<file path="src/design/sfpr_pkg.sv">
// ----------------------------------------------------------------------------
// sfpr_pkg
// Types, constants and helper functions shared by the sensor frame parser.
// ----------------------------------------------------------------------------
`default_nettype none
package sfpr_pkg;

	localparam int FRAME_BYTES       = 88;
	localparam int SAMPLES_PER_FRAME = 64;
	localparam int IDX_W             = $clog2(FRAME_BYTES);
	localparam int FILL_W            = $clog2(FRAME_BYTES + 1);
	localparam int CFG_IDX_W         = 3;
	localparam int CFG_DATA_W        = 32;

	localparam logic [IDX_W-1:0] POS_HR     = IDX_W'(65);
	localparam logic [IDX_W-1:0] POS_SPO2   = IDX_W'(66);
	localparam logic [IDX_W-1:0] POS_BK     = IDX_W'(67);
	localparam logic [IDX_W-1:0] POS_STATUS = IDX_W'(87);
	localparam logic [IDX_W-1:0] POS_LAST   = IDX_W'(FRAME_BYTES - 1);
	localparam logic [IDX_W-1:0] POS_SAMPLE_LAST = IDX_W'(SAMPLES_PER_FRAME);
	localparam logic [7:0] SPO2_MAX = 8'd100;

	typedef enum logic [2:0] {
		REG_HEADER      = 3'd0,
		REG_FINGER_MASK = 3'd1,
		REG_HR_LIMIT    = 3'd2,
		REG_RESTART     = 3'd3,
		REG_RETRY       = 3'd4,
		REG_STALE       = 3'd5
	} cfg_reg_t;

	typedef enum logic [1:0] {
		RK_SAMPLE     = 2'd0,
		RK_FINGER_OFF = 2'd1,
		RK_WATCHDOG   = 2'd2
	} result_kind_t;

	typedef enum logic [2:0] {
		FLD_HEADER = 3'd0,
		FLD_HR     = 3'd1,
		FLD_SPO2   = 3'd2,
		FLD_BK     = 3'd3,
		FLD_STATUS = 3'd4
	} field_t;

	typedef enum logic [1:0] {
		RD_FIELD,
		RD_SCAN,
		RD_EMIT
	} rd_src_t;

	typedef enum logic [3:0] {
		S_IDLE,
		S_FLD_RD,
		S_FLD_CAP,
		S_EVAL,
		S_SCAN_RD,
		S_SCAN_CAP,
		S_FOFF,
		S_EMIT_RD,
		S_EMIT_CAP,
		S_OUT
	} state_t;

	typedef struct packed {
		logic       kind;
		logic [7:0] data_byte;
	} in_item_t;

	typedef struct packed {
		logic [1:0]        result_kind;
		logic signed [7:0] ecg_sample;
		logic [31:0]       sample_seq;
		logic [7:0]        hr_bpm;
		logic [6:0]        spo2;
		logic [7:0]        bk_value;
		logic [7:0]        status_byte;
		logic [31:0]       frame_count;
		logic [31:0]       drop_count;
		logic              send_start;
		logic              stale_clear;
		logic              last;
	} out_item_t;

	typedef struct packed {
		logic    accept;
		rd_src_t rd_src;
		logic    cap_field;
		logic    eval;
		logic    scan_cap;
		logic    foff_load;
		logic    emit_cap;
		logic    emit_next;
	} dp_cmd_t;

	typedef struct packed {
		logic tick_evt;
		logic frame_done;
		logic fld_last;
		logic ok;
		logic foff;
		logic scan_hit;
		logic scan_end;
		logic out_last;
	} dp_stat_t;

	function automatic logic [31:0] sat_inc(input logic [31:0] v);
		return (v == '1) ? v : v + 32'd1;
	endfunction

	function automatic logic [IDX_W-1:0] field_pos(input field_t f);
		case (f)
			FLD_HEADER: return '0;
			FLD_HR:     return POS_HR;
			FLD_SPO2:   return POS_SPO2;
			FLD_BK:     return POS_BK;
			default:    return POS_STATUS;
		endcase
	endfunction

endpackage
`default_nettype wire

</file>
<file path="src/design/sfpr_ram.sv">
// ----------------------------------------------------------------------------
// sfpr_ram
// Generic single-write, single-read RAM with a registered read port.
// ----------------------------------------------------------------------------
`default_nettype none
module sfpr_ram #(
	parameter int WIDTH = 8,
	parameter int DEPTH = 88
) (
	input  wire logic                     clk,
	input  wire logic                     we,
	input  wire logic [$clog2(DEPTH)-1:0] waddr,
	input  wire logic [WIDTH-1:0]         wdata,
	input  wire logic [$clog2(DEPTH)-1:0] raddr,
	output logic      [WIDTH-1:0]         rdata
);
	logic [WIDTH-1:0] mem_q [DEPTH];

	always_ff @(posedge clk) begin
		if (we) begin
			mem_q[waddr] <= wdata;
		end
		rdata <= mem_q[raddr];
	end
endmodule
`default_nettype wire

</file>
<file path="src/design/sfpr_ctrl.sv">
// ----------------------------------------------------------------------------
// sfpr_ctrl
// Sequencer: accepts items, walks the frame check, resync scan and emission.
// ----------------------------------------------------------------------------
`default_nettype none
module sfpr_ctrl (
	input  wire logic              clk,
	input  wire logic              arst_n,
	input  wire logic              in_valid,
	output logic                   in_ready,
	output logic                   out_valid,
	input  wire logic              out_ready,
	output sfpr_pkg::dp_cmd_t      cmd,
	input  wire sfpr_pkg::dp_stat_t st
);
	import sfpr_pkg::*;

	state_t state_q, state_n;

	always_ff @(posedge clk or negedge arst_n) begin
		if (!arst_n) begin
			state_q <= S_IDLE;
		end else begin
			state_q <= state_n;
		end
	end

	always_comb begin
		state_n = state_q;
		case (state_q)
			S_IDLE: begin
				if (in_valid && st.tick_evt) state_n = S_OUT;
				else if (in_valid && st.frame_done) state_n = S_FLD_RD;
			end
			S_FLD_RD:   state_n = S_FLD_CAP;
			S_FLD_CAP:  state_n = st.fld_last ? S_EVAL : S_FLD_RD;
			S_EVAL: begin
				if (!st.ok) state_n = S_SCAN_RD;
				else if (st.foff) state_n = S_FOFF;
				else state_n = S_EMIT_RD;
			end
			S_SCAN_RD:  state_n = S_SCAN_CAP;
			S_SCAN_CAP: state_n = (st.scan_hit || st.scan_end) ? S_IDLE : S_SCAN_RD;
			S_FOFF:     state_n = S_OUT;
			S_EMIT_RD:  state_n = S_EMIT_CAP;
			S_EMIT_CAP: state_n = S_OUT;
			S_OUT: begin
				if (out_ready) state_n = st.out_last ? S_IDLE : S_EMIT_RD;
			end
			default:    state_n = S_IDLE;
		endcase
	end

	always_comb begin
		cmd       = '0;
		cmd.rd_src = RD_FIELD;
		in_ready  = 1'b0;
		out_valid = 1'b0;
		case (state_q)
			S_IDLE: begin
				in_ready   = 1'b1;
				cmd.accept = in_valid;
			end
			S_FLD_RD:   cmd.rd_src = RD_FIELD;
			S_FLD_CAP:  cmd.cap_field = 1'b1;
			S_EVAL:     cmd.eval = 1'b1;
			S_SCAN_RD:  cmd.rd_src = RD_SCAN;
			S_SCAN_CAP: cmd.scan_cap = 1'b1;
			S_FOFF:     cmd.foff_load = 1'b1;
			S_EMIT_RD:  cmd.rd_src = RD_EMIT;
			S_EMIT_CAP: cmd.emit_cap = 1'b1;
			S_OUT: begin
				out_valid     = 1'b1;
				cmd.emit_next = out_ready && !st.out_last;
			end
			default: ;
		endcase
	end

	a_no_overlap: assert property (@(posedge clk) disable iff (!arst_n)
		!(in_ready && out_valid)) else $error("input taken while a result waits");
	a_out_hold: assert property (@(posedge clk) disable iff (!arst_n)
		out_valid && !out_ready |=> out_valid) else $error("result withdrawn");
	a_last_idle: assert property (@(posedge clk) disable iff (!arst_n)
		out_valid && out_ready && st.out_last |=> in_ready)
		else $error("not idle after last result");
endmodule
`default_nettype wire

</file>
<file path="src/design/sfpr_dp.sv">
// ----------------------------------------------------------------------------
// sfpr_dp
// Datapath: configuration, frame ring, counters, watchdog and result register.
// ----------------------------------------------------------------------------
`default_nettype none
module sfpr_dp (
	input  wire logic                           clk,
	input  wire logic                           arst_n,
	input  wire sfpr_pkg::in_item_t             in_item,
	output sfpr_pkg::out_item_t                 out_item,
	input  wire logic                           cfg_we,
	input  wire logic [sfpr_pkg::CFG_IDX_W-1:0] cfg_index,
	input  wire logic [sfpr_pkg::CFG_DATA_W-1:0] cfg_data,
	input  wire sfpr_pkg::dp_cmd_t              cmd,
	output sfpr_pkg::dp_stat_t                  st
);
	import sfpr_pkg::*;

	logic [7:0]  hdr_q, fmask_q, hrlim_q;
	logic [31:0] restart_q, retry_q, stale_q;
	logic [FILL_W-1:0] fill_q, fill_n;
	logic [IDX_W-1:0]  base_q, scan_q, emit_q;
	field_t            fld_q;
	logic [31:0] scnt_q, fcnt_q, dcnt_q, sf_q, sr_q;
	logic [7:0]  last_bk_q;
	logic [7:0]  b0_q, hr_q, sp_q, bk_q, stat_q;
	out_item_t   out_q;
	out_item_t   out_n;
	logic        load_out;

	logic [31:0] sf_n, sr_n, scnt_n;
	logic        ss, sc;
	logic        wr_en, hit_hdr;
	logic [IDX_W-1:0] wlog, rlog, waddr, raddr;
	logic [7:0]  rdata;
	logic [6:0]  sp_ok;

	function automatic logic [IDX_W-1:0] to_phys(input logic [IDX_W-1:0] base,
			input logic [IDX_W-1:0] lg);
		logic [IDX_W:0] s;
		s = {1'b0, base} + {1'b0, lg};
		if (s >= (IDX_W+1)'(FRAME_BYTES)) s = s - (IDX_W+1)'(FRAME_BYTES);
		return s[IDX_W-1:0];
	endfunction

	// Configuration registers.
	always_ff @(posedge clk or negedge arst_n) begin
		if (!arst_n) begin
			hdr_q     <= 8'd255;
			fmask_q   <= 8'd1;
			hrlim_q   <= 8'd220;
			restart_q <= 32'd90000000;
			retry_q   <= 32'd30000000;
			stale_q   <= 32'd180000000;
		end else if (cfg_we) begin
			case (cfg_reg_t'(cfg_index))
				REG_HEADER:      hdr_q     <= cfg_data[7:0];
				REG_FINGER_MASK: fmask_q   <= cfg_data[7:0];
				REG_HR_LIMIT:    hrlim_q   <= cfg_data[7:0];
				REG_RESTART:     restart_q <= cfg_data;
				REG_RETRY:       retry_q   <= cfg_data;
				REG_STALE:       stale_q   <= cfg_data;
				default: ;
			endcase
		end
	end

	// Byte intake and watchdog.
	assign hit_hdr = (in_item.data_byte == hdr_q);
	always_comb begin
		wr_en = 1'b0;
		wlog  = '0;
		if (fill_q == '0) begin
			fill_n = hit_hdr ? FILL_W'(1) : '0;
			wr_en  = cmd.accept && !in_item.kind && hit_hdr;
		end else begin
			wr_en = cmd.accept && !in_item.kind;
			if (fill_q >= FILL_W'(FRAME_BYTES)) begin
				fill_n = FILL_W'(1);
			end else begin
				wlog   = fill_q[IDX_W-1:0];
				fill_n = fill_q + FILL_W'(1);
			end
		end
	end
	assign waddr = to_phys(base_q, wlog);

	assign sf_n = sat_inc(sf_q);
	assign sr_n = sat_inc(sr_q);
	assign ss   = (sf_n > restart_q) && (sr_n > retry_q);
	assign sc   = (sf_n > stale_q);

	always_comb begin
		case (cmd.rd_src)
			RD_SCAN: rlog = scan_q;
			RD_EMIT: rlog = emit_q;
			default: rlog = field_pos(fld_q);
		endcase
	end
	assign raddr = to_phys(base_q, rlog);

	sfpr_ram #(.WIDTH(8), .DEPTH(FRAME_BYTES)) u_ram (
		.clk   (clk),
		.we    (wr_en),
		.waddr (waddr),
		.wdata (in_item.data_byte),
		.raddr (raddr),
		.rdata (rdata)
	);

	assign scnt_n = sat_inc(scnt_q);
	assign sp_ok  = (sp_q >= 8'd1 && sp_q <= SPO2_MAX) ? sp_q[6:0] : 7'd0;

	always_comb begin
		st            = '0;
		st.tick_evt   = in_item.kind && (ss || sc);
		st.frame_done = !in_item.kind && (fill_q == FILL_W'(FRAME_BYTES - 1));
		st.fld_last   = (fld_q == FLD_STATUS);
		st.ok         = (b0_q == hdr_q) && (hr_q <= hrlim_q) &&
		                (sp_q[7] || sp_q <= SPO2_MAX);
		st.foff       = (stat_q & fmask_q) != 8'd0;
		st.scan_hit   = (rdata == hdr_q);
		st.scan_end   = (scan_q == POS_LAST);
		st.out_last   = out_q.last;
	end

	always_ff @(posedge clk or negedge arst_n) begin
		if (!arst_n) begin
			fill_q    <= '0;
			base_q    <= '0;
			scan_q    <= IDX_W'(1);
			emit_q    <= IDX_W'(1);
			fld_q     <= FLD_HEADER;
			scnt_q    <= '0;
			fcnt_q    <= '0;
			dcnt_q    <= '0;
			sf_q      <= '0;
			sr_q      <= '0;
			last_bk_q <= '0;
		end else begin
			if (cmd.accept && !in_item.kind) fill_q <= fill_n;
			if (cmd.accept && in_item.kind) begin
				sf_q <= sf_n;
				sr_q <= ss ? 32'd0 : sr_n;
			end
			if (cmd.cap_field) fld_q <= field_t'(fld_q + 3'd1);
			if (cmd.eval) begin
				fld_q  <= FLD_HEADER;
				scan_q <= IDX_W'(1);
				emit_q <= IDX_W'(1);
				if (st.ok) begin
					fill_q    <= '0;
					last_bk_q <= bk_q;
					sf_q      <= '0;
					fcnt_q    <= sat_inc(fcnt_q);
				end else begin
					dcnt_q <= sat_inc(dcnt_q);
				end
			end
			if (cmd.scan_cap) begin
				if (st.scan_hit) begin
					base_q <= to_phys(base_q, scan_q);
					fill_q <= FILL_W'(FRAME_BYTES) - FILL_W'(scan_q);
				end else if (st.scan_end) begin
					fill_q <= '0;
				end else begin
					scan_q <= scan_q + IDX_W'(1);
				end
			end
			if (cmd.emit_cap) scnt_q <= scnt_n;
			if (cmd.emit_next) emit_q <= emit_q + IDX_W'(1);
		end
	end

	// Next result item.
	always_comb begin
		out_n    = '0;
		load_out = 1'b1;
		if (cmd.accept && st.tick_evt) begin
			out_n.result_kind = RK_WATCHDOG;
			out_n.sample_seq  = scnt_q;
			out_n.bk_value    = last_bk_q;
			out_n.status_byte = sc ? fmask_q : 8'd0;
			out_n.frame_count = fcnt_q;
			out_n.drop_count  = dcnt_q;
			out_n.send_start  = ss;
			out_n.stale_clear = sc;
			out_n.last        = 1'b1;
		end else if (cmd.foff_load) begin
			out_n.result_kind = RK_FINGER_OFF;
			out_n.sample_seq  = scnt_q;
			out_n.bk_value    = bk_q;
			out_n.status_byte = stat_q;
			out_n.frame_count = fcnt_q;
			out_n.drop_count  = dcnt_q;
			out_n.last        = 1'b1;
		end else if (cmd.emit_cap) begin
			out_n.result_kind = RK_SAMPLE;
			out_n.ecg_sample  = rdata;
			out_n.sample_seq  = scnt_n;
			if (emit_q == POS_SAMPLE_LAST) begin
				out_n.hr_bpm      = hr_q;
				out_n.spo2        = sp_ok;
				out_n.bk_value    = bk_q;
				out_n.status_byte = stat_q;
				out_n.frame_count = fcnt_q;
				out_n.drop_count  = dcnt_q;
				out_n.last        = 1'b1;
			end
		end else begin
			load_out = 1'b0;
		end
	end

	// Captured header fields and the result register.
	always_ff @(posedge clk) begin
		if (cmd.cap_field) begin
			case (fld_q)
				FLD_HEADER: b0_q   <= rdata;
				FLD_HR:     hr_q   <= rdata;
				FLD_SPO2:   sp_q   <= rdata;
				FLD_BK:     bk_q   <= rdata;
				default:    stat_q <= rdata;
			endcase
		end
		if (load_out) out_q <= out_n;
	end

	assign out_item = out_q;

	a_fill_range: assert property (@(posedge clk) disable iff (!arst_n)
		fill_q <= FILL_W'(FRAME_BYTES)) else $error("fill count out of range");
	a_base_range: assert property (@(posedge clk) disable iff (!arst_n)
		base_q < IDX_W'(FRAME_BYTES)) else $error("ring base out of range");
	a_emit_range: assert property (@(posedge clk) disable iff (!arst_n)
		cmd.emit_cap |-> (emit_q >= IDX_W'(1)) && (emit_q <= POS_SAMPLE_LAST))
		else $error("sample index out of range");
endmodule
`default_nettype wire

</file>
<file path="src/design/sensor_frame_parser_resync.sv">
// ----------------------------------------------------------------------------
// sensor_frame_parser_resync
// Frame parser with header resync and tick watchdog for a pulse/ECG sensor.
// ----------------------------------------------------------------------------
// A received byte or a tick that causes no result is taken while idle. A
// tick with a watchdog event loads its result as it is accepted and then
// waits for it to be taken. The byte that completes a frame starts a check
// that reads five frame fields in turn; a good frame then emits 64 samples,
// or one finger-off result if a masked status bit is set, and a failed one
// scans the stored bytes for a new header via the ring's single read port.
`default_nettype none
module sensor_frame_parser_resync (
	input  wire logic                            clk,
	input  wire logic                            arst_n,
	input  wire logic                            in_valid,
	output logic                                 in_ready,
	input  wire sfpr_pkg::in_item_t              in_item,
	output logic                                 out_valid,
	input  wire logic                            out_ready,
	output sfpr_pkg::out_item_t                  out_item,
	input  wire logic                            cfg_we,
	input  wire logic [sfpr_pkg::CFG_IDX_W-1:0]  cfg_index,
	input  wire logic [sfpr_pkg::CFG_DATA_W-1:0] cfg_data
);
	import sfpr_pkg::*;

	dp_cmd_t  cmd;
	dp_stat_t st;

	sfpr_ctrl u_ctrl (
		.clk       (clk),
		.arst_n    (arst_n),
		.in_valid  (in_valid),
		.in_ready  (in_ready),
		.out_valid (out_valid),
		.out_ready (out_ready),
		.cmd       (cmd),
		.st        (st)
	);

	sfpr_dp u_dp (
		.clk       (clk),
		.arst_n    (arst_n),
		.in_item   (in_item),
		.out_item  (out_item),
		.cfg_we    (cfg_we),
		.cfg_index (cfg_index),
		.cfg_data  (cfg_data),
		.cmd       (cmd),
		.st        (st)
	);
endmodule
`default_nettype wire
</file>
<file path="config.mk">
export PLATFORM = sky130hd
export DESIGN_NAME = sensor_frame_parser_resync
export DESIGN_NICKNAME = d
export VERILOG_FILES = /design/src/design/sfpr_pkg.sv /design/src/design/sfpr_ram.sv /design/src/design/sfpr_ctrl.sv /design/src/design/sfpr_dp.sv /design/src/design/sensor_frame_parser_resync.sv
export SDC_FILE = /design/constraint.sdc
export NUM_CORES = 2
export LEC_CHECK = 0
export BUFFER_PORTS_ARGS = -buffer_cell sky130_fd_sc_hd__buf_4
export CAP_MARGIN = 20
export CORE_ASPECT_RATIO = 0.5
export CORE_MARGIN = 2
export CORE_UTILIZATION = 45
export CTS_BUF_LIST = sky130_fd_sc_hd__clkbuf_8
export DETAILED_ROUTE_END_ITERATION = 16
export GPL_TIMING_DRIVEN = 0
export PLACE_DENSITY = 0.61
export SLEW_MARGIN = 30
export SYNTH_ARGS = -nofsm -noshare
export SYNTH_HDL_FRONTEND = slang
export SYNTH_SLANG_ARGS = --single-unit
</file>
<file path="constraint.sdc">
create_clock -name clk -period 10.8 [get_ports clk]
set_clock_uncertainty 0.1 [all_clocks]
set_input_delay 2.16 -clock clk [delete_from_list [all_inputs] [get_ports clk]]
set_output_delay 2.16 -clock clk [all_outputs]
set_load 0.1 [all_outputs]
</file>
==> Flow_metrics.wiki <==
{| class="wikitable"
! Metric !! Value
|-
| Peak VDD IR || 167 uV
|-
| GRT Overall Usage || 22.2%
|-
| Tightest Pin Transition || 984 ps
|-
| Number of flops mapped to enable cells by yosys || 884
|-
| Cell-by-cell trace of the critical path || buf_2 > and4_1 > and3_1 > clkbuf_1 > nand4_2 > nand4_1 > nor2_2 > nand3_1 > nor4_1 > xor2_1 > ha_1 > nand4_1 > nor4_1 > a211oi_1 > a311oi_1 > a21boi_1 > o22ai_1 > clkbuf_1 > nand2b_4 > buf_12 > buf_12
|-
| Number of warnings issued by yosys || 0
|-
| Dominant register cell in the synthesized netlist || sky130_fd_sc_hd__edfxtp_1
|-
| Proportion of layout cells with a drive suffix above 1 || 19.1%
|-
| Area share of the largest cell type after synthesis || 49.0%
|-
| Clock latency at the later pin of the worst-skew pair || 900 ps
|-
| Via count of the first global-routing pass || 33,800
|-
| Post-synthesis average cell area || 14.2 um^2
|-
| Total standard cell area after synthesis || 54,200 um^2
|-
| Worst Hold Class || reg -> reg
|-
| Max Slew Vio Count || 0
|-
| Initial core utilization || 45.7%
|-
| DR WL/cell || 22.9 um
|-
| Maximum fanout along the worst path || 44
|-
| Cell taking the most area after synthesis || sky130_fd_sc_hd__edfxtp_1
|-
| Routability-driven placement congestion ratio || 0.871
|-
| Synth unique cells || 88
|-
| Leftover overflow at the end of global routing || 0
|-
| Flops & latches, synth || 1,215
|-
| Final layout net count || 4,385
|-
| Global-route wire length before repair || 206 mm
|-
| Count of input and output buffers || 188
|-
| Buffers inserted during post-CTS setup optimization || 0
|-
| Max Root-Sink Buffers || 3
|-
| Via-per-instance ratio || 5.61
|-
| Number of vias after detailed routing || 33,300
|-
| TNS Setup || 0 ps
|-
| Final setup violation count || 0
|-
| Starting DRC count in detailed routing || 2,981
|-
| Die Y || 249 um
|-
| Slack of the critical path || 2790 ps
|-
| Number of max-cap violations || 0
|-
| Crit path largest cell delay || 780 ps
|-
| Data arrival time of the critical path || 8460 ps
|-
| Required time at the worst-slack endpoint || 11,260 ps
|-
| Cell family contributing the most delay on the critical path || simple AND/OR/NAND/NOR gates
|-
| Floorplan core area || 119,000 um^2
|-
| Total power density per cell area || 268 nW/um^2
|-
| Setup crit start kind || flip-flop
|-
| RSZ-0062 raised after global routing || false
|-
| Endpoint kind of the worst setup timing path || flip-flop
|-
| Final hold violation count || 0
|-
| WP buf/inv || 5
|-
| Combined area of the multi-input logic cells || 18,100 um^2
|-
| Period utilization || 74.1%
|-
| Total iterations of the first detailed-routing run || 5
|-
| Final wirelength || 136 mm
|-
| Count of H-tree levels built during CTS || 4
|-
| Clock root buffer || sky130_fd_sc_hd__clkbuf_8
|-
| Number of antenna violations at the first check in global routing || 5
|-
| Width of the die || 495 um
|-
| Final period demand of the worst path || 8010 ps
|-
| Leading cell types by count after synthesis || 884 x sky130_fd_sc_hd__edfxtp_1, 324 x sky130_fd_sc_hd__nand2_1, 275 x sky130_fd_sc_hd__dfrtp_1
|-
| Count of antenna-violating nets left after detailed routing || 0
|-
| Pre-CTS setup slack || 2870 ps
|-
| Post-Synthesis Cells || 3,812
|-
| Leading cell type by number of instances after synthesis || sky130_fd_sc_hd__edfxtp_1
|-
| Relative area change from synthesis to final layout || 13.0%
|-
| Pin count of the biggest net entering global routing || 90
|-
| Sequential-to-total area share from yosys stat || 64.3%
|-
| Total number of clock tree sinks || 1,215
|-
| Number of primary I/O pins || 191
|-
| Clk pin slew, worst setup/hold paths || 70 ps
|-
| Count of fill cells added during filler insertion || 10,100
|-
| Critical path type || reg -> reg
|-
| Worst relative slew slack || 33.8%
|-
| CTS resizes || 0
|-
| DRC viols || 0
|-
| Share of async-settable or async-resettable flops after synthesis || 26.6%
|-
| Die ar. || 123,000 um^2
|-
| Cells taking the most area after synthesis || sky130_fd_sc_hd__edfxtp_1 49%, sky130_fd_sc_hd__dfrtp_1 13%, sky130_fd_sc_hd__mux4_2 7.3%
|-
| Status || finished, final reports clean
|-
| Total number of placement rows || 89
|-
| Number of hold buffers added after CTS || 0
|-
| Net Count, Synth || 4,010
|-
| Leak || 23.2 nW
|-
| Register Area || 34,800 um^2
|-
| Achievable frequency || 125 MHz
|-
| Cell with the largest stage delay on the worst path || sky130_fd_sc_hd__o22ai_1
|-
| CTS tree || built
|-
| Post-DP HPWL || 91.5 mm
|-
| TritonCTS buffer count || 174
|}
==> layout by cell type (no fill, tap or decap), types with 132 or more instances in the layout <==
cell type and instances:
sky130_fd_sc_hd__edfxtp_1 884, sky130_fd_sc_hd__nand2_1 324, sky130_fd_sc_hd__dfrtp_1 275, sky130_fd_sc_hd__nor2_1 252, sky130_fd_sc_hd__inv_1 234, sky130_fd_sc_hd__clkbuf_8 191
sky130_fd_sc_hd__buf_4 184, sky130_fd_sc_hd__mux4_2 176, sky130_fd_sc_hd__ha_1 146, sky130_fd_sc_hd__xnor2_1 132
==> cells by family (layout without fill, tap and decap cells) <==
kind of cell             count (synthesis)  after routing  synth area share [%]
AO/OA/AOI/OAI                          493            493                  6.17
XOR/XNOR                               232            232                  3.75
adder cells (fa/ha/maj)                149            149                  3.48
buffers and inverters                  318            843                  2.38
flip-flops                            1215           1215                  64.3
multiplexers                           302            302                  9.87
other                                    0              2                     0
AND/OR/NAND/NOR                       1103           1103                  10.1
==> area by class of cell <==
type | count | share of cell area [%]
antenna | 2 | 0.00817
multi-input combinational | 2279 | 29.6
clock buffer | 191 | 4.29
tap | 1592 | 3.25
clock inverter | 135 | 1.15
timing repair buffer | 199 | 2.72
buffer | 162 | 1.16
inverter | 156 | 0.956
sequential | 1215 | 56.9
==> report_power, final <==
group          switching, mW  internal (mW)
clock network           1.81           1.72
logic                   4.56           2.60
registers              0.249           5.45
==> state kept, by name, summed over array words and instances, names as in the netlist, 32 cells and up <==
name / cells
u_dp.u_ram.mem_q: 704
u_dp.stale_q: 32
u_dp.sf_q: 32
u_dp.restart_q: 32
u_dp.retry_q: 32
u_dp.fcnt_q: 32
u_dp.sr_q: 32
u_dp.out_item: 140
u_dp.dcnt_q: 32
u_dp.scnt_q: 32
==> metal layers <==
layer  part of all wire, %  track usage [%]  up-vias
met5                     0                0        -
li1                      -                -    15100
met2                    47             34.2     1076
met4                   3.4             8.90        0
met3                   6.8             4.69      258
met1                    43             30.7    16900
==> worst paths after layout <==
| check | start | to | slack, ps | depth (start not counted) |
|---|---|---|---|---|
| worst max-delay path | u_dp.sf_q[4] | u_dp.out_item[89] | 2790 | 21 |
| worst min register to register | u_dp.dcnt_q[5] | u_dp.dcnt_q[5] | 380 | 1 |
| min in group asynchronous | arst_n | u_dp.fmask_q[2] | 1170 | 2 |
| max in group asynchronous | arst_n | u_dp.dcnt_q[20] | 8520 | 3 |
| worst max register to register | u_dp.sf_q[4] | u_dp.out_item[89] | 2790 | 21 |
| worst min-delay path | u_dp.dcnt_q[5] | u_dp.dcnt_q[5] | 380 | 1 |
==> metrics by stage <==
| step | hold slack [ps] | total power [mW] | area, um^2 | cells | util [%] |
|---|---|---|---|---|---|
| floorplan | 347 | 10.7 | 54200 | 3812 | - |
| global placement | 359 | 12.9 | 57600 | 5592 | 48.5 |
| detailed placement | 372 | 12.9 | 57900 | 5601 | 48.7 |
| CTS | 384 | 16.5 | 61200 | 5927 | 51.5 |
| global route | 399 | 17.2 | 61300 | 5931 | 51.6 |
| finish | 382 | 16.4 | 61300 | 5931 | 51.6 |
Note: power is estimated with default switching activity, not from simulation.
